<file path="src/ukvt_pkg.sv">
`timescale 1ns / 1ps
// ----------------------------------------------------------------------------
// ukvt_pkg
// Shared sizes, codes and types of the unsorted key/value table.
// ----------------------------------------------------------------------------
package ukvt_pkg;

  localparam int DEPTH       = 16;
  localparam int KEY_WIDTH   = 32;
  localparam int VALUE_WIDTH = 32;
  localparam int COUNT_WIDTH = $clog2(DEPTH + 1);

  typedef enum logic [1:0] {
    OP_INSERT = 2'd0,
    OP_LOOKUP = 2'd1,
    OP_ERASE  = 2'd2,
    OP_NONE   = 2'd3
  } op_t;

  typedef enum logic [1:0] {
    ST_OK   = 2'd0,
    ST_MISS = 2'd1,
    ST_FULL = 2'd2
  } status_t;

  // Per-cell controls produced by the top level for one request.
  typedef struct packed {
    logic match_en;
    logic write_en;
    logic shift_en;
  } cell_ctrl_t;

endpackage

</file>
<file path="src/unsorted_key_value_table_top.sv">
`timescale 1ns / 1ps
// ----------------------------------------------------------------------------
// unsorted_key_value_table_top
// Key/value table of DEPTH rows in insertion order with insert, lookup and
// erase, built as a chain of row cells.
// ----------------------------------------------------------------------------
// Usage:
//   A request (operation, key, value) is taken when in_valid and in_ready are
//   both high. Insert appends a row, lookup returns the value of the earliest
//   row with the key, erase removes that row and moves later rows down.
//   Each request gives one result (status, found, found_value, row_count,
//   empty_res), handed over when out_valid and out_ready are both high.
//   The result is valid in the cycle after the request is taken. All rows
//   compare in parallel and the hit flag ripples through the cell chain in
//   the same cycle, so one request is taken every cycle unless a result waits.
//   The result register is the only buffer: while a result waits, in_ready
//   stays high only if out_ready is high in that cycle, so a stalled receiver
//   stops the input side after one result.
//   Reset empties the table (row count zero) and clears out_valid; rows are
//   not cleared, since rows at or above the count are never read.
// ----------------------------------------------------------------------------
module unsorted_key_value_table_top (
  input  logic                              clk,
  input  logic                              rst,
  input  logic                              in_valid,
  output logic                              in_ready,
  input  logic [1:0]                        operation,
  input  logic [ukvt_pkg::KEY_WIDTH-1:0]    key,
  input  logic [ukvt_pkg::VALUE_WIDTH-1:0]  value,
  output logic                              out_valid,
  input  logic                              out_ready,
  output logic [1:0]                        status,
  output logic                              found,
  output logic [ukvt_pkg::VALUE_WIDTH-1:0]  found_value,
  output logic [ukvt_pkg::COUNT_WIDTH-1:0]  row_count,
  output logic                              empty_res
);

  localparam int D  = ukvt_pkg::DEPTH;
  localparam int CW = ukvt_pkg::COUNT_WIDTH;

  ukvt_pkg::op_t                    op;
  logic                             accept;
  logic [CW-1:0]                    count;
  logic [CW-1:0]                    count_next;
  logic                             full;
  logic                             hit;
  logic [ukvt_pkg::VALUE_WIDTH-1:0] lookup_value;
  ukvt_pkg::status_t                status_next;
  logic [ukvt_pkg::VALUE_WIDTH-1:0] found_value_next;

  ukvt_pkg::cell_ctrl_t             ctrl       [D];
  logic [D:0]                       hit_chain;
  logic [ukvt_pkg::KEY_WIDTH-1:0]   cell_key   [D];
  logic [ukvt_pkg::VALUE_WIDTH-1:0] cell_value [D];
  logic [ukvt_pkg::VALUE_WIDTH-1:0] hit_values [D];

  assign op       = ukvt_pkg::op_t'(operation);
  assign in_ready = !out_valid || out_ready;
  assign accept   = in_valid && in_ready;
  assign full     = (count == CW'(D));

  assign hit_chain[0] = 1'b0;

  for (genvar i = 0; i < D; i++) begin : g_cell
    assign ctrl[i].match_en = accept && (op == ukvt_pkg::OP_LOOKUP ||
                                         op == ukvt_pkg::OP_ERASE) &&
                              (CW'(i) < count);
    assign ctrl[i].write_en = accept && (op == ukvt_pkg::OP_INSERT) &&
                              (CW'(i) == count);
    assign ctrl[i].shift_en = accept && (op == ukvt_pkg::OP_ERASE);

    if (i == D - 1) begin : g_top_row
      // The last row has no upper neighbor; its content after an erase is
      // beyond the count and never read.
      ukvt_cell u_cell (
        .clk           (clk),
        .ctrl          (ctrl[i]),
        .req_key       (key),
        .req_value     (value),
        .upper_key     (cell_key[i]),
        .upper_value   (cell_value[i]),
        .hit_in        (hit_chain[i]),
        .hit_out       (hit_chain[i+1]),
        .row_key_out   (cell_key[i]),
        .row_value_out (cell_value[i]),
        .hit_value     (hit_values[i])
      );
    end else begin : g_row
      ukvt_cell u_cell (
        .clk           (clk),
        .ctrl          (ctrl[i]),
        .req_key       (key),
        .req_value     (value),
        .upper_key     (cell_key[i+1]),
        .upper_value   (cell_value[i+1]),
        .hit_in        (hit_chain[i]),
        .hit_out       (hit_chain[i+1]),
        .row_key_out   (cell_key[i]),
        .row_value_out (cell_value[i]),
        .hit_value     (hit_values[i])
      );
    end
  end

  assign hit = hit_chain[D];

  always_comb begin
    lookup_value = '0;
    for (int i = 0; i < D; i++) begin
      lookup_value = lookup_value | hit_values[i];
    end
  end

  always_comb begin
    count_next       = count;
    status_next      = ukvt_pkg::ST_OK;
    found_value_next = '0;
    unique case (op)
      ukvt_pkg::OP_INSERT: begin
        if (full) begin
          status_next = ukvt_pkg::ST_FULL;
        end else begin
          count_next = count + CW'(1);
        end
      end
      ukvt_pkg::OP_LOOKUP: begin
        if (hit) begin
          found_value_next = lookup_value;
        end else begin
          status_next = ukvt_pkg::ST_MISS;
        end
      end
      ukvt_pkg::OP_ERASE: begin
        if (hit) begin
          count_next = count - CW'(1);
        end else begin
          status_next = ukvt_pkg::ST_MISS;
        end
      end
      default: begin
      end
    endcase
  end

  always_ff @(posedge clk) begin
    if (rst) begin
      count     <= '0;
      out_valid <= 1'b0;
    end else begin
      if (accept) begin
        count     <= count_next;
        out_valid <= 1'b1;
      end else if (out_ready) begin
        out_valid <= 1'b0;
      end
    end
  end

  always_ff @(posedge clk) begin
    if (accept) begin
      status      <= status_next;
      found       <= hit;
      found_value <= found_value_next;
      row_count   <= count_next;
      empty_res   <= (count_next == '0);
    end
  end

endmodule

</file>
<file path="src/ukvt_cell.sv">
`timescale 1ns / 1ps
// ----------------------------------------------------------------------------
// ukvt_cell
// One row of the table: holds a key and a value, compares against the request
// key, passes the running hit flag up the chain and takes its upper
// neighbor's row when an erase closes the gap.
// ----------------------------------------------------------------------------
module ukvt_cell (
  input  logic                              clk,
  input  ukvt_pkg::cell_ctrl_t              ctrl,
  input  logic [ukvt_pkg::KEY_WIDTH-1:0]    req_key,
  input  logic [ukvt_pkg::VALUE_WIDTH-1:0]  req_value,
  input  logic [ukvt_pkg::KEY_WIDTH-1:0]    upper_key,
  input  logic [ukvt_pkg::VALUE_WIDTH-1:0]  upper_value,
  input  logic                              hit_in,
  output logic                              hit_out,
  output logic [ukvt_pkg::KEY_WIDTH-1:0]    row_key_out,
  output logic [ukvt_pkg::VALUE_WIDTH-1:0]  row_value_out,
  output logic [ukvt_pkg::VALUE_WIDTH-1:0]  hit_value
);

  logic [ukvt_pkg::KEY_WIDTH-1:0]   row_key;
  logic [ukvt_pkg::KEY_WIDTH-1:0]   row_key_next;
  logic [ukvt_pkg::VALUE_WIDTH-1:0] row_value;
  logic [ukvt_pkg::VALUE_WIDTH-1:0] row_value_next;
  logic                             match;

  assign match   = ctrl.match_en && (row_key == req_key);
  assign hit_out = hit_in || match;

  // Only the earliest matching row drives its value; all others give zero.
  assign hit_value = (match && !hit_in) ? row_value : '0;

  assign row_key_out   = row_key;
  assign row_value_out = row_value;

  always_comb begin
    row_key_next   = row_key;
    row_value_next = row_value;
    if (ctrl.write_en) begin
      row_key_next   = req_key;
      row_value_next = req_value;
    end else if (ctrl.shift_en && hit_out) begin
      // This row or one below it is erased, so every row from here moves down.
      row_key_next   = upper_key;
      row_value_next = upper_value;
    end
  end

  always_ff @(posedge clk) begin
    row_key   <= row_key_next;
    row_value <= row_value_next;
  end

endmodule
</file>
<file path="config.mk">
export PLATFORM = sky130hd
export DESIGN_NAME = unsorted_key_value_table_top
export DESIGN_NICKNAME = d
export VERILOG_FILES = /design/src/ukvt_pkg.sv /design/src/unsorted_key_value_table_top.sv /design/src/ukvt_cell.sv
export SDC_FILE = /design/constraint.sdc
export NUM_CORES = 2
export LEC_CHECK = 0
export BUFFER_PORTS_ARGS = -buffer_cell sky130_fd_sc_hd__buf_2
export CORE_MARGIN = 3
export CORE_UTILIZATION = 40
export DETAILED_ROUTE_END_ITERATION = 12
export PLACE_DENSITY = 0.63
export SYNTH_ARGS = -nofsm -noshare
export SYNTH_HDL_FRONTEND = slang
export SYNTH_HIERARCHICAL = 1
export SYNTH_SLANG_ARGS = --single-unit
</file>
<file path="constraint.sdc">
create_clock -name clk -period 8.23 [get_ports clk]
set_input_delay 0.4115 -clock clk [delete_from_list [all_inputs] [get_ports clk]]
set_output_delay 0.4115 -clock clk [all_outputs]
set_load 0.05 [all_outputs]
</file>
; Yosys cells after proc, flatten, opt, wreduce, memory -nomap -nowiden
; Cells that the tools add are included.
[op_classes]
n_addsub = 2
mul = 0
n_div = 0
magnitude_cmp = 16
n_eq_ne = 34
shift = 0
mux = 84
bitwise_logic = 15
n_reduce_logical = 136
[ops]
columns = operator, n
row1 = 32-bit two-way mux, 76
row2 = 32-bit == test, 16
row3 = 32-bit bitwise OR, 15
row4 = 1-bit logical AND, 82
row5 = "4-bit by 5-bit == test with 1-bit output, first input constant", 8
row6 = "4-bit by 5-bit < comparator with 1-bit output, first input constant", 8
row7 = 2-bit nonzero test, 16
row8 = "3-bit by 5-bit == test with 1-bit output, first input constant", 4
row9 = "3-bit by 5-bit < comparator with 1-bit output, first input constant", 4
row10 = 1-bit logical OR, 17
row11 = 1-bit zero test, 16
row12 = "2-bit by 5-bit == test with 1-bit output, first input constant", 2
row13 = 5-bit zero test, 2
row14 = "1-bit by 5-bit < comparator with 1-bit output, first input constant", 2
row15 = "2-bit by 5-bit < comparator with 1-bit output, first input constant", 2
row16 = 5-bit two-way mux, 2
row17 = 5-bit case mux with 2 select lines, 1
row18 = "5-bit by 1-bit adder with 5-bit output, second input constant", 1
row19 = "1-bit by 5-bit == test with 1-bit output, first input constant", 1
row20 = "5-bit == test, second input constant", 1
row21 = "5-bit by 1-bit subtractor with 5-bit output, second input constant", 1
row22 = 2-bit case mux with 2 select lines, 1
row23 = 1-bit two-way mux, 3
row24 = "2-bit by 1-bit == test with 1-bit output, second input constant", 1
row25 = other kinds (5), 5
[totals]
register_bits = 1071
latchBits = 0
ramBits = 0
romBits = 0
input_bits = 70
mem_count = 0

; Longest topological paths before layout
[logic_depth]
depth_word = 24
ltp_mapped = 42

; Modules after synthesis
; The synthesis kept the hierarchy.
[by_module_without_submodules]
columns = module, instances, cells_per_inst, area_per_inst_um2
row1 = ukvt_cell, 16, 228, 3337.0
row2 = unsorted_key_value_table_top, 1, 349, 3248.1

; Least setup slack after synthesis
; OpenSTA, ideal clock, no wires.
[synth_path]
path_kind = register to register
startpoint = register out_valid
endpoint = register g_cell[15].g_top_row.u_cell.row_key, in the netlist g_cell[15].g_top_row.u_cell/row_key_out[0] (enable)
setup_ns = 0.421
t_arrival_ns = 7.467
t_required_ns = 7.809
path_slack_ns = 0.342
path_stages_with_launch = 40
n_path_buf = 0
period_less_slack_ns = 7.888
cell_sequence = dfxtp_1 > nand2b_1 > nand2_1 > inv_1 > nand2_1 > a21oi_1 > o21ai_0 > or4_4 > o31ai_1 > inv_1 > o31ai_1 > inv_1 > o31ai_1 > inv_1 > o31ai_1 > inv_1 > o31ai_1 > inv_1 > [4 not listed] > o31ai_1 > inv_1 > o31ai_1 > inv_1 > o31ai_1 > inv_1 > o31ai_1 > inv_1 > o31ai_1 > inv_1 > o31ai_1 > inv_1 > o31ai_1 > inv_1 > o31ai_1 > inv_1 > o31ai_1 > a21o_1
[synth_between]
elab_chain_cells = 5
[synth_rtl]
columns = item, line
row1 = from (decl), unsorted_key_value_table_top.sv:30  ; output logic out_valid,
row2 = from (signal assigned), unsorted_key_value_table_top.sv:149  ; out_valid <= 1'b0;
row3 = from (signal assigned), unsorted_key_value_table_top.sv:153  ; out_valid <= 1'b1;
row4 = from (signal assigned), unsorted_key_value_table_top.sv:155  ; out_valid <= 1'b0;
row5 = 1-bit zero test, unsorted_key_value_table_top.sv:59  ; assign in_ready = !out_valid || out_ready;
row6 = 1-bit logical OR, unsorted_key_value_table_top.sv:59
row7 = net in_ready, unsorted_key_value_table_top.sv:26  ; output logic in_ready,
row8 = 1-bit logical AND, unsorted_key_value_table_top.sv:60  ; assign accept = in_valid && in_ready;
row9 = 1-bit logical AND (2 in series), unsorted_key_value_table_top.sv:69  ; assign ctrl[i].write_en = accept && (op == ukvt_pkg::OP_INSERT) &&
row10 = to (signal assigned), ukvt_cell.sv:51  ; row_key <= row_key_next;
row11 = to (decl), ukvt_cell.sv:22  ; logic [ukvt_pkg::KEY_WIDTH-1:0] row_key;
; The timed path passes the listed nets, and every way through them passes these cells.
; A chain may end at the register's enable or synchronous reset.

==> impl_metrics.env <==
export IMPL_dr_first_iter_drc_count=3601
export IMPL_ys_warn_count=6
export IMPL_layout_setup_ws_ps=749.1
export IMPL_synth_xor_area_share_pct=5.443
export IMPL_synth_adder_area_share_pct=0.1988
export IMPL_numCtsBuffers=117
export IMPL_synth_mux_area_share_pct=20.38
export IMPL_finalNonFillerCells=6165
export IMPL_grt_use_total_pct=22.23
export IMPL_grt_first_pass_wirelength_um=242100
export IMPL_cts_setup_buffers=0
export IMPL_grt_start_max_net_pins=65
export IMPL_htreeDepth=3
export IMPL_ys_seq_area_share_pct=56.68
export IMPL_maxSlewViolCount=0
export IMPL_routedWlPerCell_um=26.77
export IMPL_layout_commonest_cell="edfxtp_1"
export IMPL_finalWirelength_um=165100
export IMPL_cts_tree="done"
export IMPL_dr_pass1_iters=6
export IMPL_cpLargestDelayFamily="compound AO/OA/AOI/OAI gates"
export IMPL_synth_enable_flop_cells=1065
export IMPL_clk_pin_slew_ps=60
export IMPL_wirelength_met1_um=72720
export IMPL_dieArea_sq_um=146100
export IMPL_worst_pin_slew_ps=1146
export IMPL_async_flop_share_pct=0
export IMPL_critPathCaptureType="flop"
export IMPL_synth_ff_type="edfxtp_1"
export IMPL_portBuffers=112
export IMPL_clock_path_buffers=3
export IMPL_peakVddDrop_mv=0.1746
export IMPL_dp_hpwl_um=100800
export IMPL_die_h_um=382.3
export IMPL_num_io_pins=113
export IMPL_worst_ep_arrival_time_ps=8030
export IMPL_synth_simple_area_share_pct=11.53
export IMPL_nNetsFinal=4255
export IMPL_min_period_ps=7481
export IMPL_layout_drive_gt1_share_pct=35.33
export IMPL_vias_per_cell=5.637
export IMPL_hold_viol=0
export IMPL_vias=34750
export IMPL_period_share_pct=90.90
export IMPL_wl_met2_um=73800
export IMPL_setup_viol=0
export IMPL_core_area_sq_um=140000
export IMPL_skew_ps=40.50
export IMPL_critPathRequiredTime_ps=8780
export IMPL_syn_to_final_growth_pct=11.93
export IMPL_crit_top_cell="inv_1"
export IMPL_avgSynthCellArea_sq_um=14.17
export IMPL_worstSetupStartpointType="flop"
export IMPL_die_x_um=382.3
export IMPL_layout_common_cells="edfxtp_1, mux2_2, and2_1"
export IMPL_floorplan_initialDensity_pct=40.44
export IMPL_netlist_area_sq_um=56640
export IMPL_clk_latency_ps=750
export IMPL_grt_pass1_vias=35100
export IMPL_powerDensity_nw_per_um2=187.7
export IMPL_row_count=137
export IMPL_hold_path_class="in -> reg"
export IMPL_ant_nets=0
export IMPL_drc=0
export IMPL_max_freq_ghz=0.1337
export IMPL_cts_root_buf="clkbuf_16"
export IMPL_leakage_nw=21.26
export IMPL_cap_violations=0
export IMPL_synthCells=3997
export IMPL_ys_ff_latch=1071
export IMPL_path_max_fanout=16
export IMPL_postLayoutCoreUtil_pct=45.27
export IMPL_synth_top_family_by_area="multiplexers"
export IMPL_place_ws_ps=640.2
export IMPL_globalRoute_totalOverflow=0
export IMPL_relSlewSlack_pct=23.58
export IMPL_path_class="reg -> reg"
export IMPL_ys_types=52
export IMPL_synth_compound_area_share_pct=3.035
export IMPL_outcome="finished clean"
export IMPL_numPlacedInstances=5930
export IMPL_crit_path_top_delay_cell="or4_4"
export IMPL_routed_top_layer="met5"
export IMPL_crit_buf_inv=18
export IMPL_cts_sinks=1071
export IMPL_cpPeakStageDelay_ps=510
export IMPL_antenna_found_initial=24
export IMPL_wl_met3_um=13780
export IMPL_place_gp_congestion=0.8381
-- stage by stage --
stage                     instance area (sq um)  power, mW  hold slack (ps)  setup TNS (ps)
after floorplan                           56640      6.568            480.6               0
after global placement                    59670      6.901            544.8               0
after detailed placement                  59670      6.908            552.3               0
after CTS                                 63360      11.99            37.06               0
after global routing                      63380      12.27            52.13          -10.85
final                                     63400      11.90            105.9               0
-- per-layer routing --
layer | GRT usage (%) | vias up
li1 | - | 15470
met1 | 31.44 | 17630
met2 | 34.45 | 1381
met3 | 4.659 | 269
met4 | 6.493 | 8
met5 | 0 | -
-- cell families (layout without fill, tap and decap cells) --
kind of cell,after synthesis,count (layout)
xor gates and xnor gates,352,352
muxes,1025,1025
DFF,1071,1071
and+or+nand+nor,1012,1012
AOI/OAI and AO/OA,213,213
buffers and inverters,314,596
adders and majority gates,9,9
other,1,11
-- cell type report --
class | count | area, sq um
fillers | 12590 | 76650
flip-flops and latches | 1071 | 32100
multi-input cells | 2613 | 23250
clock buffers | 163 | 3183
well taps | 1876 | 2347
repair buffers | 231 | 1486
inverters | 142 | 533.0
clock inverters | 60 | 476.7
diodes | 9 | 22.52
-- final timing paths --
kind | slack [ps] | startpoint | end | depth (start not counted)
worst max-delay path | 750 | out_valid | empty_res | 44
worst min-delay path | 110 | key[5] | g_cell[0].g_row.u_cell/row_key_out[5] | 2
worst max register to register | 750 | out_valid | empty_res | 44
worst min register to register | 550 | g_cell[5].g_row.u_cell/row_value_out[24] | g_cell[4].g_row.u_cell/row_value_out[24] | 1
-- registers in the layout, indices dropped and copies added, names as in the netlist, 2 cells and up --
name / flops
g_cell.g_top_row.u_cell/row_key_out: 32
count: 5
g_cell.g_row.u_cell/row_value_out: 480
g_cell.g_top_row.u_cell/row_value_out: 32
row_count: 5
g_cell.g_row.u_cell/row_key_out: 480
status: 2
found_value: 32
-- report_power, final --
part,switching (mW),total (mW),internal (mW),leakage (nW)
clock,2.24,5.09,2.85,1.78
sequential,0.0681,6.14,6.08,9.76
combinational,0.452,0.664,0.212,9.72
-- repair_timing --
item                       4_1_cts  5_1_grt
hold endpoints to repair         2        0
hold buffers                     3        0
resized for setup                0        3
setup endpoints to repair        0       34
-- cell usage after synthesis, types with 18 or more instances --
cell type,instances,area [sq um]
nor2_1,29,108.9
xor2_1,320,2803
o2111ai_1,48,420.4
nor3_1,18,90.09
nand4_1,35,219.0
o21ai_0,20,100.1
inv_1,108,405.4
edfxtp_1,1065,31980
mux2_2,1025,11540
nor4_1,193,1207
inv_2,34,127.6
buf_6,48,540.5
a41oi_1,32,280.3
and2_1,512,3203
clkbuf_1,117,439.2
nor2b_1,48,300.3
xnor2_1,32,280.3
nand2b_1,114,713.2
(Power assumes the default switching activity.)
